### src/hdl/pds_pkg.sv
// ----------------------------------------------------------------------------
// pds_pkg: shared types and constants
// Widths of the distance datapath and the beat carried by the root stages.
// ----------------------------------------------------------------------------
package pds_pkg;

    localparam int CW = 33;   // coordinate difference, signed
    localparam int PW = 66;   // product of two differences
    localparam int QW = 136;  // radicand, remainder and trial term
    localparam int AW = 100;  // root times divisor
    localparam int RW = 34;   // root bits
    localparam int DW = 33;   // distance output

    localparam logic [1:0] PART_DEGEN = 2'd0;
    localparam logic [1:0] PART_START = 2'd1;
    localparam logic [1:0] PART_END   = 2'd2;
    localparam logic [1:0] PART_MID   = 2'd3;

    typedef struct packed {
        logic          valid;
        logic [1:0]    part;
        logic [QW-1:0] rem;
        logic [AW-1:0] acc;
        logic [PW-1:0] m;
        logic [RW-1:0] root;
    } t_root;

endpackage

### src/hdl/pds_root_stage.sv
// ----------------------------------------------------------------------------
// pds_root_stage: one bit of the scaled square root
// Settles root bit BIT: largest root with root*root*m <= radicand.
// ----------------------------------------------------------------------------
module pds_root_stage #(
    parameter int BIT = 0
) (
    input  logic           i_clk,
    input  logic           i_rst_n,
    input  pds_pkg::t_root i_stage,
    output pds_pkg::t_root o_stage
);

    pds_pkg::t_root r_stage;
    pds_pkg::t_root n_stage;
    logic [pds_pkg::QW-1:0] delta;
    logic take;

    // (r + 2^b)^2 m - r^2 m = r m 2^(b+1) + m 2^(2b)
    always_comb begin
        delta = (pds_pkg::QW'(i_stage.acc) << (BIT + 1))
              + (pds_pkg::QW'(i_stage.m) << (2 * BIT));
        take  = (delta <= i_stage.rem);
        n_stage = i_stage;
        if (take) begin
            n_stage.rem  = i_stage.rem - delta;
            n_stage.acc  = i_stage.acc + (pds_pkg::AW'(i_stage.m) << BIT);
            n_stage.root = i_stage.root | (pds_pkg::RW'(1) << BIT);
        end
    end

    always_ff @(posedge i_clk) begin
        if (!i_rst_n) begin
            r_stage.valid <= 1'b0;
        end else begin
            r_stage.valid <= n_stage.valid;
        end
        r_stage.part <= n_stage.part;
        r_stage.rem  <= n_stage.rem;
        r_stage.acc  <= n_stage.acc;
        r_stage.m    <= n_stage.m;
        r_stage.root <= n_stage.root;
    end

    assign o_stage = r_stage;

endmodule

### config.mk
export PLATFORM = sky130hd
export DESIGN_NAME = pds_root_stage
export DESIGN_NICKNAME = d
export VERILOG_FILES = /design/src/hdl/pds_pkg.sv /design/src/hdl/pds_root_stage.sv
export SDC_FILE = /design/constraint.sdc
export NUM_CORES = 1
export LEC_CHECK = 0
export BUFFER_PORTS_ARGS = -buffer_cell sky130_fd_sc_hd__buf_2
export CORE_MARGIN = 2
export CORE_UTILIZATION = 34
export DETAILED_ROUTE_END_ITERATION = 7
export MAX_ROUTING_LAYER = met4
export PLACE_DENSITY_LB_ADDON = 0.25
export SLEW_MARGIN = 20
export SYNTH_ARGS = -nofsm -noshare
export SYNTH_HDL_FRONTEND = slang
export SYNTH_SLANG_ARGS = --single-unit
export TNS_END_PERCENT = 100
### constraint.sdc
create_clock -name i_clk -period 18.9 [get_ports i_clk]
set_input_delay 3.78 -clock i_clk [delete_from_list [all_inputs] [get_ports i_clk]]
set_output_delay 3.78 -clock i_clk [all_outputs]
set_load 0.01 [all_outputs]
==> flow_summary_export.csv <==
group,metric,value,unit
drt,drt_drc_violations_left,0,
cts,cts.hold.buffers_added,0,
global_route,number_of_antenna_violations_at_the_first_check_in_global_routing,21,
power,p_leak,13.9,nW
timing,grt_setup_unrepaired,"false",
yosys,syn_nets,3795,
timing,final_clock_period_utilization_by_the_worst_path,63.2,%
timing,final_period_minus_worst_setup_slack,11.95,ns
yosys,ys_top_cells_by_area,"sky130_fd_sc_hd__dfxtp_1 (27%), sky130_fd_sc_hd__ha_1 (12%), sky130_fd_sc_hd__a21oi_1 (8.2%)",
timing,setup_viol,0,
yosys,gate_count_after_technology_mapping,3218,
placement,post-dp-hpwl,83400,µm
yosys,mappedNetlistArea,25000,µm²
finish,area_delta_synth_final,22.5,%
placement,buffer_ports.inserted,679,
cts,cts_setup_buffers,0,
floorplanning,placement_rows,99,
drt,dr.pass1.iters,5,
finish,finalCoreUtilization,42.0,%
floorplanning,width_of_the_chip,275,µm
timing,drv_slew,0,
yosys,synth.ff_latch_count,339,
cts,clk_transition_reported_paths,0.06,ns
cts,clock_tree_from_tritoncts,"done",
floorplanning,dieHeight,275,µm
timing,max_slew_margin,33.4,%
floorplanning,placeableCoreArea,73000,µm²
finish,layout.nets,4370,
global_route,grt.overflow.total,0,
yosys,average_instance_area_after_synthesis,7.78,µm²
placement,place.gp.congestion,0.971,
yosys,synth_ff_type,"sky130_fd_sc_hd__dfxtp_1",
power,cell_area_power_density,102,nW/µm²
cts,root_buffer_cell,"sky130_fd_sc_hd__clkbuf_16",
critical_path,cp_data_required_time,19.38,ns
cts,max-clock-path-buffers,3,
yosys,synth_top_area_cell,"sky130_fd_sc_hd__dfxtp_1",
yosys,synth-seq-area-share,27.1,%
timing,max_clock_freq,83.7,MHz
cts,ctsResizeCount,0,
global_route,vias_in_the_first_global_route,24900,
yosys,ys_async_sr_fraction,0,%
timing,worst_slew_pin_slew,0.999,ns
drt,via_to_cell_ratio,5.38,
cts,tritoncts_num_sinks,339,
yosys,post_synth_num_cell_types,94,
timing,final_hold_viol_count,0,
yosys,synthTopCellsByCount,"sky130_fd_sc_hd__a21oi_1 (408), sky130_fd_sc_hd__dfxtp_1 (339), sky130_fd_sc_hd__nor2_1 (331)",
finish,fill_cell_instance_count_of_the_final_layout,7565,
critical_path,start_kind,"input pin",
global_route,pin_count_of_the_biggest_net_entering_global_routing,97,
floorplanning,die-area,75800,µm²
drt,routed_wire_length_per_instance,21.0,µm
worst_hold_path,min_path_type,"input pin to flip-flop",
drt,initialDrtViolationCount,1746,
yosys,post_synth_top_area_share,27.1,%
critical_path,timing.critical_path.to,"o_stage[251]",
drt,vias,25800,
global_route,grt_pass1_wl,148000,µm
floorplanning,floorplan.io_pins,680,
timing,tns,0,ns
global_route,global_routing_usage_summed_across_all_routing_layers,26.0,%
flow_run,maxcap_viol_count,0,
critical_path,criticalPathCategory,"input pin to flip-flop",
finish,layout-drive-gt1-share,21.4,%
critical_path,crit_path_max_fanout,93,
drt,postRouteWirelength,101000,µm
yosys,most_numerous_cell_in_the_yosys_netlist,"sky130_fd_sc_hd__a21oi_1",
status,status,"finished, final reports clean",
cts,numCtsBuffers,42,
finish,largest_register_ffs,339,
critical_path,worstPathArrival,12.43,ns
power,ir_drop,0.0881,mV
critical_path,cp-end-kind,"flip-flop",
cts,h_tree_levels,2,
drt,ant_nets,0,
critical_path,worstSetupStartpoint,"i_stage[36]",
floorplanning,floorplan.initialDensity,34.3,%
yosys,yosys_warnings,0,
yosys,synth-edff-count,0,
## metal layers
layer,part of all wire [%],up-vias,GRT usage (%)
li1,-,12800,-
met5,0,-,-
met4,2.8,0,8.31
met1,43,12000,32.0
met3,6.2,159,3.99
met2,48,900,43.6
## power by group
group	switching (mW)	internal [mW]	total (mW)	leakage, nW
logic	0.780	0.487	1.27	10.2
registers	0.0463	0.863	0.909	2.86
clock network	0.362	0.574	0.936	0.747
## cell type report
cell class | count | area [µm²] | share of cell area (%)
multi-input combinational | 2645 | 17300 | 56.4
sequential | 339 | 6790 | 22.1
timing repair buffer | 688 | 3470 | 11.3
tap | 959 | 1200 | 3.91
clock buffer | 48 | 1090 | 3.57
clock inverter | 28 | 494 | 1.61
inverter | 77 | 289 | 0.943
antenna | 20 | 50.0 | 0.163
## through the flow
stage / setup WS, ns / hold slack (ns) / cell area, µm² / cells / total power [mW]
6_report: 6.95 / 3.28 / 30700 / 4804 / 3.11
5_1_grt: 6.35 / 3.25 / 30700 / 4803 / 3.28
4_1_cts: 7.06 / 3.24 / 30600 / 4784 / 3.13
3_3_place_gp: 6.59 / 3.88 / 29000 / 4708 / 2.18
2_1_floorplan: 9.61 / 3.81 / 25000 / 3218 / 1.70
3_5_place_dp: 6.45 / 3.88 / 29000 / 4708 / 2.17
## how the worst min path moves through the flow
| stage | startpoint | to | slack, ns | depth (start not counted) |
|---|---|---|---|---|
| after detailed placement | i_stage[20] | o_stage[20] | 3.88 | 1 |
| after CTS | i_stage[20] | o_stage[20] | 3.24 | 1 |
| after global placement | i_stage[12] | o_stage[12] | 3.88 | 1 |
| after global routing | i_stage[28] | o_stage[28] | 3.25 | 1 |
| after floorplan | i_stage[10] | o_stage[10] | 3.81 | 0 |
| final | i_stage[18] | o_stage[18] | 3.28 | 1 |
## critical path, stage by stage
cell and delay (ns):
sky130_fd_sc_hd__buf_2 0.12, sky130_fd_sc_hd__ha_1 0.28, sky130_fd_sc_hd__a21o_1 0.10, sky130_fd_sc_hd__a21oi_1 0.10, sky130_fd_sc_hd__o21a_1 0.21, sky130_fd_sc_hd__nor3b_1 0.47, sky130_fd_sc_hd__o21ai_0 0.37, sky130_fd_sc_hd__o31ai_2 0.72
sky130_fd_sc_hd__a41oi_1 0.34, sky130_fd_sc_hd__a211oi_1 0.40, sky130_fd_sc_hd__a21o_1 0.18, sky130_fd_sc_hd__a21o_1 0.49, sky130_fd_sc_hd__and3_1 0.27, sky130_fd_sc_hd__xnor2_1 0.11, sky130_fd_sc_hd__ha_1 0.45, sky130_fd_sc_hd__nor4bb_1 0.53
sky130_fd_sc_hd__nand2_1 0.20, sky130_fd_sc_hd__nor4bb_1 0.73, sky130_fd_sc_hd__nand2_1 0.11, sky130_fd_sc_hd__o22ai_1 0.19, sky130_fd_sc_hd__a41o_1 0.19, sky130_fd_sc_hd__or2_4 0.71, sky130_fd_sc_hd__buf_4 0.84, sky130_fd_sc_hd__mux2_2 0.41
## cells by family after synthesis
| family | Yosys count | share of synthesized area (%) |
|---|---|---|
| multiplexers | 1 | 0.0450 |
| XOR/XNOR | 322 | 11.3 |
| buffers and inverters | 234 | 3.86 |
| AND/OR/NAND/NOR | 1069 | 20.4 |
| AO/OA/AOI/OAI | 1017 | 25.4 |
| adder cells (fa/ha/maj) | 236 | 11.9 |
| flip-flops | 339 | 27.1 |
## layout by cell type, fill, tap and decap left out, drive strengths merged, types with 26 or more instances in the layout
| cell | netlist | final |
|---|---|---|
| o21ai | 192 | 192 |
| o21bai | 62 | 62 |
| nor3 | 63 | 63 |
| nor2b | 27 | 27 |
| a21o | 154 | 154 |
| o21a | 28 | 28 |
| nand2 | 287 | 287 |
| a21oi | 411 | 411 |
| nand3 | 75 | 75 |
| ha | 233 | 233 |
| inv | 77 | 81 |
| buf | 55 | 688 |
| nand4 | 104 | 104 |
| dfxtp | 339 | 339 |
| nand2b | 28 | 28 |
| xor2 | 148 | 148 |
| clkbuf | 102 | 48 |
| nor2 | 341 | 341 |
| a31oi | 27 | 27 |
| xnor2 | 174 | 174 |
| nor4 | 26 | 26 |
No activity file was read; power rests on OpenSTA's default activity.
